### src/hdl/mpfd_pkg.sv
// Shared types, codes and the glyph font table for the page frame-buffer draw unit.
`default_nettype none
package mpfd_pkg;

   // Signed coordinate width for shape corners after glyph offsets are added.
   localparam int COORD_W = 18;
   // Signed size width for box extents.
   localparam int SIZE_W  = 10;

   typedef enum logic [2:0] {
      OP_FILL  = 3'd0,
      OP_HLINE = 3'd1,
      OP_VLINE = 3'd2,
      OP_RECT  = 3'd3,
      OP_GLYPH = 3'd4,
      OP_READ  = 3'd5
   } op_type;

   typedef struct packed {
      logic [2:0]         opcode;
      logic signed [15:0] pos_x;
      logic signed [15:0] pos_y;
      logic [7:0]         width;
      logic signed [7:0]  height;
      logic               color;
      logic               bg_color;
      logic [6:0]         char_code;
      logic [7:0]         scale;
      logic [9:0]         read_index;
   } req_type;

   typedef struct packed {
      logic [7:0] read_data;
      logic       is_read;
   } rsp_type;

   // One clipped-fill job handed to the box walker.
   typedef struct packed {
      logic signed [COORD_W-1:0] x;
      logic signed [COORD_W-1:0] y;
      logic signed [SIZE_W-1:0]  w;
      logic signed [SIZE_W-1:0]  h;
      logic                      color;
   } box_type;

   typedef enum logic [2:0] {
      ST_CLEAR,
      ST_IDLE,
      ST_NEXT,
      ST_BOX,
      ST_READ,
      ST_RWAIT,
      ST_DONE
   } top_state_type;

   typedef enum logic [1:0] {
      WS_IDLE,
      WS_SETUP,
      WS_READ,
      WS_WRITE
   } walk_state_type;

   // 6x6 font, column by column, bit 6*col+row.
   function automatic logic [31:0] glyph_rom(input logic [5:0] idx);
      logic [31:0] word;
      unique case (idx)
         6'd0:  word = 32'h00000000;  6'd1:  word = 32'h00017000;
         6'd2:  word = 32'h000C00C0;  6'd3:  word = 32'h0A7CA7CA;
         6'd4:  word = 32'h0A2DE2CA;  6'd5:  word = 32'h19484253;
         6'd6:  word = 32'h1251F55E;  6'd7:  word = 32'h00003000;
         6'd8:  word = 32'h00452700;  6'd9:  word = 32'h001C9440;
         6'd10: word = 32'h0519F314;  6'd11: word = 32'h0411F104;
         6'd12: word = 32'h00000420;  6'd13: word = 32'h04104104;
         6'd14: word = 32'h00000400;  6'd15: word = 32'h01084210;
         6'd16: word = 32'h0F45145E;  6'd17: word = 32'h0001F040;
         6'd18: word = 32'h13555559;  6'd19: word = 32'h0D5D5551;
         6'd20: word = 32'h087C928C;  6'd21: word = 32'h0D555557;
         6'd22: word = 32'h0D55555E;  6'd23: word = 32'h010C5251;
         6'd24: word = 32'h0F55555E;  6'd25: word = 32'h0F555556;
         6'd26: word = 32'h0000A000;  6'd27: word = 32'h0000A400;
         6'd28: word = 32'h0028C200;  6'd29: word = 32'h0028A280;
         6'd30: word = 32'h00086280;  6'd31: word = 32'h000D5040;
         6'd32: word = 32'h0755745E;  6'd33: word = 32'h1F24929C;
         6'd34: word = 32'h0D5D555F;  6'd35: word = 32'h1145149C;
         6'd36: word = 32'h0725145F;  6'd37: word = 32'h1155555F;
         6'd38: word = 32'h0114515F;  6'd39: word = 32'h1D55545E;
         6'd40: word = 32'h1F10411F;  6'd41: word = 32'h0045F440;
         6'd42: word = 32'h07210410;  6'd43: word = 32'h1D18411F;
         6'd44: word = 32'h1041041F;  6'd45: word = 32'h1F04F05E;
         6'd46: word = 32'h1F04109C;  6'd47: word = 32'h0F45545E;
         6'd48: word = 32'h0314925F;  6'd49: word = 32'h1F45D45E;
         6'd50: word = 32'h1B34925F;  6'd51: word = 32'h0D555556;
         6'd52: word = 32'h0105F041;  6'd53: word = 32'h0721041F;
         6'd54: word = 32'h0108421F;  6'd55: word = 32'h0F41E41F;
         6'd56: word = 32'h1D184317;  6'd57: word = 32'h0109C107;
         6'd58: word = 32'h114D5651;  6'd59: word = 32'h0045F000;
         6'd60: word = 32'h0001F000;  6'd61: word = 32'h0001F440;
         6'd62: word = 32'h000C1080;  6'd63: word = 32'h10410410;
         default: word = 32'h00000000;
      endcase
      return word;
   endfunction

endpackage
`default_nettype wire

### src/hdl/mpfd_box_walker.sv
// Clips one box to the screen and walks its bytes with read-modify-write.
`default_nettype none
module mpfd_box_walker #(
   parameter int SW = 128,
   parameter int SH = 64,
   parameter int AW = 10
) (
   input  wire logic            clock,
   input  wire logic            reset,
   input  wire logic            start,
   input  wire mpfd_pkg::box_type box,
   input  wire logic [7:0]      rdata,
   output logic                 done,
   output logic                 mem_we,
   output logic                 mem_re,
   output logic [AW-1:0]        mem_addr,
   output logic [7:0]           mem_wdata
);
   import mpfd_pkg::*;

   localparam int CW = $clog2(SW + 1);
   localparam int RW = $clog2(SH + 1);
   localparam int PW = RW - 3;
   localparam logic signed [COORD_W-1:0] SW_S = COORD_W'(SW);
   localparam logic signed [COORD_W-1:0] SH_S = COORD_W'(SH);

   walk_state_type state_ff, state_in;
   box_type        box_ff, box_in;
   logic [CW-1:0]  col_ff, col_in, col_first_ff, col_first_in, col_last_ff, col_last_in;
   logic [PW-1:0]  page_ff, page_in, page_first_ff, page_first_in;
   logic [PW-1:0]  page_last_ff, page_last_in;
   logic [2:0]     row_lo_ff, row_lo_in, row_hi_ff, row_hi_in;
   logic [AW-1:0]  base_ff, base_in;

   logic signed [COORD_W-1:0] x0, y0, x1, y1, x1c, y1c, x1m, y1m;
   logic [RW-1:0]  y0_row, y1_row;
   logic           empty, last_col, last_page;
   logic [2:0]     lo, hi;
   logic [7:0]     mask;

   // Clip the latched box against the screen.
   always_comb begin
      x0  = box_ff.x < 0 ? '0 : box_ff.x;
      y0  = box_ff.y < 0 ? '0 : box_ff.y;
      x1  = box_ff.x + COORD_W'(box_ff.w);
      y1  = box_ff.y + COORD_W'(box_ff.h);
      x1c = x1 > SW_S ? SW_S : x1;
      y1c = y1 > SH_S ? SH_S : y1;
      x1m = x1c - COORD_W'(1);
      y1m = y1c - COORD_W'(1);
      empty = (box_ff.w <= 0) || (box_ff.h <= 0) || (x0 >= x1c) || (y0 >= y1c);
      y0_row = y0[RW-1:0];
      y1_row = y1m[RW-1:0];
   end

   // Page mask and walk position.
   always_comb begin
      lo        = (page_ff == page_first_ff) ? row_lo_ff : 3'd0;
      hi        = (page_ff == page_last_ff) ? row_hi_ff : 3'd7;
      mask      = (8'hFF << lo) & (8'hFF >> (3'd7 - hi));
      last_col  = col_ff == col_last_ff;
      last_page = page_ff == page_last_ff;
   end

   // Next state.
   always_comb begin
      state_in = state_ff;
      unique case (state_ff)
         WS_IDLE:  if (start) state_in = WS_SETUP;
         WS_SETUP: state_in = empty ? WS_IDLE : WS_READ;
         WS_READ:  state_in = WS_WRITE;
         WS_WRITE: state_in = (last_col && last_page) ? WS_IDLE : WS_READ;
         default:  state_in = WS_IDLE;
      endcase
   end

   // Outputs toward the memory and the sequencer.
   always_comb begin
      mem_addr  = base_ff + AW'(col_ff);
      mem_re    = state_ff == WS_READ;
      mem_we    = state_ff == WS_WRITE;
      mem_wdata = box_ff.color ? (rdata | mask) : (rdata & ~mask);
      done      = ((state_ff == WS_SETUP) && empty) ||
                  ((state_ff == WS_WRITE) && last_col && last_page);
   end

   // Walk registers.
   always_comb begin
      box_in        = box_ff;
      col_in        = col_ff;
      col_first_in  = col_first_ff;
      col_last_in   = col_last_ff;
      page_in       = page_ff;
      page_first_in = page_first_ff;
      page_last_in  = page_last_ff;
      row_lo_in     = row_lo_ff;
      row_hi_in     = row_hi_ff;
      base_in       = base_ff;
      unique case (state_ff)
         WS_IDLE: begin
            if (start) box_in = box;
         end
         WS_SETUP: begin
            col_in        = x0[CW-1:0];
            col_first_in  = x0[CW-1:0];
            col_last_in   = x1m[CW-1:0];
            page_in       = y0_row[RW-1:3];
            page_first_in = y0_row[RW-1:3];
            page_last_in  = y1_row[RW-1:3];
            row_lo_in     = y0_row[2:0];
            row_hi_in     = y1_row[2:0];
            base_in       = AW'(y0_row[RW-1:3]) * AW'(SW);
         end
         WS_WRITE: begin
            if (last_col) begin
               col_in  = col_first_ff;
               page_in = page_ff + PW'(1);
               base_in = base_ff + AW'(SW);
            end else begin
               col_in = col_ff + CW'(1);
            end
         end
         default: begin
         end
      endcase
   end

   always_ff @(posedge clock) begin
      if (reset) begin
         state_ff <= WS_IDLE;
      end else begin
         state_ff <= state_in;
      end
      box_ff        <= box_in;
      col_ff        <= col_in;
      col_first_ff  <= col_first_in;
      col_last_ff   <= col_last_in;
      page_ff       <= page_in;
      page_first_ff <= page_first_in;
      page_last_ff  <= page_last_in;
      row_lo_ff     <= row_lo_in;
      row_hi_ff     <= row_hi_in;
      base_ff       <= base_in;
   end
endmodule
`default_nettype wire

### config.mk
export PLATFORM = sky130hd
export DESIGN_NAME = mpfd_box_walker
export DESIGN_NICKNAME = d
export VERILOG_FILES = /design/src/hdl/mpfd_pkg.sv /design/src/hdl/mpfd_box_walker.sv
export SDC_FILE = /design/constraint.sdc
export NUM_CORES = 1
export LEC_CHECK = 0
export ABC_AREA = 1
export BUFFER_PORTS_ARGS = -buffer_cell sky130_fd_sc_hd__clkbuf_2
export CORE_ASPECT_RATIO = 1.25
export CORE_MARGIN = 2
export CORE_UTILIZATION = 60
export CTS_CLUSTER_SIZE = 8
export DETAILED_ROUTE_END_ITERATION = 7
export PLACE_DENSITY = 0.82
export SYNTH_ARGS = -nofsm -noshare
export SYNTH_HDL_FRONTEND = slang
export SYNTH_SLANG_ARGS = --single-unit
### constraint.sdc
create_clock -name clock -period 12 [get_ports clock]
set_input_delay 2.4 -clock clock [delete_from_list [all_inputs] [get_ports clock]]
set_output_delay 2.4 -clock clock [all_outputs]
set_load 0.01 [all_outputs]
Yosys cells after proc, flatten, opt, wreduce, memory -nomap -nowiden
Cells that the tools add are included.
- word-level logic and storage cells: 75
- output and inout port bits: 21
- register bits after elaboration: 111
- bits in latches: 0
- memory bits (read-only): 0
- memories kept: 0
- input port bits: 68
- RAM bits: 0
- divide/modulo/power cells: 0
- $mul: 0
- equality and inequality tests: 8
- $add $sub $neg: 9
- shift-type cells: 2
- reductions and logical operators: 12
- bitwise operators: 4
- muxes and demuxes: 17
- order comparisons: 8
- operators by type and width (cell ; number):
    2-to-1 mux 18 bit ; 4
    adder 18 x 10 -> 18 bit ; 2
    greater-or-equal comparator 18 bit ; 2
    less-than comparator 18 x 1 -> 1 bit (second input constant) ; 2
    <= comparator 10 x 1 -> 1 bit (second input constant) ; 2
    case mux 10 bit (2 select lines) ; 1
    greater-than comparator 18 x 8 -> 1 bit (second input constant) ; 1
    greater-than comparator 18 x 9 -> 1 bit (second input constant) ; 1
    bitwise AND 8 bit ; 2
    2-to-1 mux 8 bit ; 2
    case mux 8 bit (2 select lines) ; 1
    adder 10 x 8 -> 10 bit ; 1
    adder 10 x 8 -> 10 bit (second input constant) ; 1
    2-to-1 mux 10 bit ; 1
    adder 8 x 1 -> 8 bit (second input constant) ; 1
    equality test 4 bit ; 2
    equality test 8 bit ; 1
    NOT 8 bit ; 1
    bitwise OR 8 bit ; 1
    case mux 2 bit (4 select lines) ; 1
    case mux 4 bit (2 select lines) ; 1
    << shifter 8 x 3 -> 8 bit (first input constant) ; 1
    right shift 8 x 3 -> 8 bit (first input constant) ; 1
    subtractor 8 x 2 -> 8 bit (second input constant) ; 1
    15 further kinds ; 26

Depth between registers and ports, before layout
- depth after elaboration: 8
- gate-level depth with buffers: 35
- gate-level depth less buffers: 34

Worst setup path before layout
OpenSTA, ideal clock, no wires.
- path type: input port to flip-flop
- from: input port start
- to: register box_ff[0] (netlist bit), enable pin
- buffers on the path: 0
- library setup time: 0.542 ns
- stages: 2
- required time: 11.458 ns
- path slack: 5.147 ns
- arrival time: 6.310 ns
- path through: inv_1 -> nor3_1
- cells in the longest elaborated chain, start to end: 1
- RTL lines (what ; RTL line ; RTL):
    from (decl) ; mpfd_box_walker.sv:10 ; input wire logic start,
    AND reduction 2 bit (no line) ; n/a ;
    to (signal assigned) ; mpfd_box_walker.sv:134 ; box_ff <= box_in;
    to (decl) ; mpfd_box_walker.sv:28 ; box_type box_ff, box_in;
No other way between the ends.
A chain may end at the register's enable or synchronous reset.

Worst setup path in the final report
- from: register box_ff[10] (netlist bit)
- to: output port done
- cells in the longest elaborated chain, start to end: 7
- elaborated cells on any way between the ends: 10
- classes of those cells: add/sub: 1; order compare: 3; mux: 1; reduce/logical: 5
- RTL lines (what ; RTL line ; RTL):
    adder 18 x 10 -> 18 bit ; mpfd_box_walker.sv:46 ; y1 = box_ff.y + COORD_W'(box_ff.h);
    greater-than comparator 18 x 8 -> 1 bit ; mpfd_box_walker.sv:48 ; y1c = y1 > SH_S ? SH_S : y1;
    2-to-1 mux 18 bit ; mpfd_box_walker.sv:48 ;
    greater-or-equal comparator 18 bit ; mpfd_box_walker.sv:51 ; empty = (box_ff.w <= 0) || (box_ff.h <= 0) || (x0 >= x1c) || (y0 >= y1c);
    logical OR 1 bit * ; mpfd_box_walker.sv:51 ;
    logical AND 1 bit * ; mpfd_box_walker.sv:83 ; done = ((state_ff == WS_SETUP) && empty) ||
    logical OR 1 bit * ; mpfd_box_walker.sv:83 ;
    to (decl) ; mpfd_box_walker.sv:13 ; output logic done,
Every way passes the cells marked *; elsewhere a longest branch is shown, timed or not.

==> results.toml <==
[setup_path]
critPathKind = "flip-flop to output port"
crit_path_end_kind = "output port"
worst_ep_arrival_time_ns = 5.04
reg2reg_to = "state_ff[1]"
cpMaxStageDelayCell = "edfxtp_1"
critPathLaunchType = "flip-flop"
cp_data_required_time_ns = 9.60
slowest_delay_ns = 0.60
ff2ff_path_depth = 26
reg2reg_slack_ns = 7.35
critPathBufInv = 2
cpMostUsedCell = "nand2_1"
critPathMaxFanout = 21
r2r-start = "box_ff[10]"
critical-path-top-delay-family = "simple AND/OR/NAND/NOR gates"

[clock_network]
postCtsSetupBuffers = 0
hold_buffers = 0
clockBufferDepth = 2
cts_buffers = 9
clock_sinks = 104
cts_max_level = 3
clockRootBuffer = "clkbuf_16"
ctsResizeCount = 0
path_clk_slew_ns = 0.07
worstSkewPairLatency_ns = 0.36
cts_tree = "built"

[logic_synthesis]
ys_ff_latch = 104
synth.most_common_cell = "nand2_1"
synth_cell_type_count = 47
synth-edff-count = 102
avgSynthCellArea_sq_um = 7.89
syn_area_sq_um = 7860
synthArstFlopShare_pct = 0
synthesis.nets = 1142
synth_top_area_share_pct = 38.9
ys.flop_type = "edfxtp_1"
synth_area_leaders = "edfxtp_1 (39%), nand2_1 (13%), ha_1 (12%)"
yosysWarnings = 0
yosys.area.top_type = "edfxtp_1"
yosysSeqAreaShare_pct = 39.5
synth_common_cells = "nand2_1 (274), inv_1 (139), nor2_1 (105)"
syn_inst = 997

[route]
firstDrtPassIters = 5
drtAntennaViolNets = 0
drt_iter0_drc = 389
dr_total_vias = 6875
routed_via_density = 5.48
routed_wl_microns = 18100
wire_per_inst_microns = 14.4
drcViolationCount = 0

[min_path]
hp-start = "col_first_ff[0]"
holdCritPathClass = "flip-flop to flip-flop"
whs_endpoint = "col_ff[0]"
hold_path_depth = 2

[sta]
finalHoldViolations = 0
layout_setup_ws_ns = 4.56
min_period_ns = 7.44
rsz0062_at_grt = "no"
maxSlewViolCount = 0
tns_ns = 0
fin_skew_ns = 0.00761
tightest_slew_ns = 0.771
setup-violations-final = 0
maxSlewHeadroom_pct = 48.6
min_period_over_period_pct = 62.0
max_freq_mhz = 134

[placement]
dpl_cell_area_sq_um = 8430
place_ws_ns = 5.06
port_buffers = 88
gp_congestion = 0.990
hpwlAfterDp_microns = 14400

[finish]
fillCellCount = 1105
num_antenna_cells = 0
drive_gt1_share_pct = 13.6
area_delta_synth_final_pct = 11.3
nets = 1226
fin_area_sq_um = 8750

[floorplanning]
start_util_pct = 61.8
fp.dieArea_sq_um = 14000
io_pins = 89
core_sq_um = 12700
die_w_microns = 106
std_cell_rows = 46
die_y_microns = 132

[power_and_ir_drop]
ir_worst_vdd_uv = 69.7
power.density_nw_per_um2 = 128
p_leak_nw = 4.26

[global_route]
gr-usage-all-layers_pct = 26.8
overflow = 0
grt_pass1_vias = 6566
grt_start_max_net_pins = 58
grt_first_pass_wirelength_microns = 29900
antenna_found_initial = 0

[status]
outcome = "complete, no violations"

[run]
cap_violations = 0
power by group:
group | leakage, nW | total [W] | switching (W) | internal [W]
logic | 3.12 | 0.000345 | 0.000217 | 0.000127
clock network | 0.153 | 0.000319 | 0.000135 | 0.000184
registers | 0.988 | 0.000453 | 0.0000182 | 0.000435
per-stage QoR:
step | util (%) | total power (W) | hold WS, ns | std cells
3_5_place_dp | 66.3 | 0.000800 | 0.548 | 1238
3_3_place_gp | 66.3 | 0.000792 | 0.535 | 1238
6_report | 68.8 | 0.00112 | 0.560 | 1254
4_1_cts | 68.8 | 0.00112 | 0.561 | 1254
2_1_floorplan | - | 0.000721 | 0.476 | 997
5_1_grt | 68.8 | 0.00118 | 0.583 | 1254
cells by family (layout without fill, tap and decap cells):
family          Yosys count  in the layout  share of synthesized area (%)
flops                   104            104                           39.5
fa+ha+maj                77             77                           12.4
simple gates            510            510                           27.8
compound gates          114            114                           8.69
buf+inv                 165            254                           8.45
xor+xnor                 27             27                           3.20
cells in the final DEF (no fill, tap or decap), types with 4 or more instances in the layout:
| cell type | count |
|---|---|
| nand2_1 | 274 |
| inv_1 | 139 |
| nor2_1 | 104 |
| edfxtp_1 | 102 |
| clkbuf_2 | 88 |
| ha_1 | 75 |
| nand3_1 | 67 |
| a21oi_1 | 47 |
| o21ai_0 | 29 |
| nand4_1 | 17 |
| xnor2_1 | 15 |
| xor2_1 | 10 |
| or2_2 | 9 |
| clkbuf_16 | 9 |
| nand3b_1 | 8 |
| nand2_2 | 8 |
| inv_2 | 7 |
| nor3_1 | 7 |
| o211ai_1 | 6 |
| o31ai_1 | 5 |
| nand3_2 | 4 |
| o21ai_1 | 4 |
| a211oi_1 | 4 |
final cells by class:
class / count / area (sq um) / share of cell area [%]
timing repair buffer: 91 / 463 / 5.29
tap: 168 / 210 / 2.40
sequential: 104 / 3100 / 35.5
clock buffer: 10 / 229 / 2.62
inverter: 147 / 552 / 6.31
multi-input combinational: 728 / 4100 / 46.9
clock inverter: 6 / 90.1 / 1.03
state kept, by name, summed over array words and instances (netlist names):
signal	cells
col_ff	8
page_ff	4
col_first_ff	8
col_last_ff	8
page_last_ff	4
state_ff	2
base_ff	3
box_ff	57
page_first_ff	4
row_lo_ff	3
row_hi_ff	3
worst max-delay path by stage:
stage,slack [ns],to,from,cells after the start
floorplan,5.15,box_ff[0],start,2
CTS,4.64,done,box_ff[10],28
global placement,5.06,done,box_ff[10],28
detailed placement,5.06,done,box_ff[10],28
global route,4.06,done,box_ff[10],28
finish,4.56,done,box_ff[10],28
metal layers:
| layer | share of wire (%) | track usage, % | vias up |
|---|---|---|---|
| li1 | - | - | 3476 |
| met1 | 43 | 34.3 | 3119 |
| met2 | 48 | 44.7 | 242 |
| met3 | 6.2 | 4.45 | 38 |
| met4 | 3.2 | 11.8 | 0 |
| met5 | 0 | 0 | - |
worst register-to-register path, stage by stage (launching register included):
cell	delay [ns]
edfxtp_1	0.60
ha_1	0.48
nand2_1	0.13
nor2_1	0.22
inv_2	0.07
nor3_1	0.22
nand2_1	0.12
nand3b_1	0.11
nand3_1	0.08
nor2_1	0.08
nand3_1	0.07
nand2_1	0.53
nand2_1	0.26
ha_1	0.36
a21oi_1	0.14
o21ai_0	0.08
o21ai_0	0.18
nand2_1	0.08
nand2_1	0.06
nand2_1	0.04
nand2_1	0.05
nand2_1	0.05
nand2_1	0.05
nand2_1	0.04
nor2_1	0.13
nand4_1	0.18
a21oi_1	0.17
Note: power is estimated with default switching activity, not from simulation.
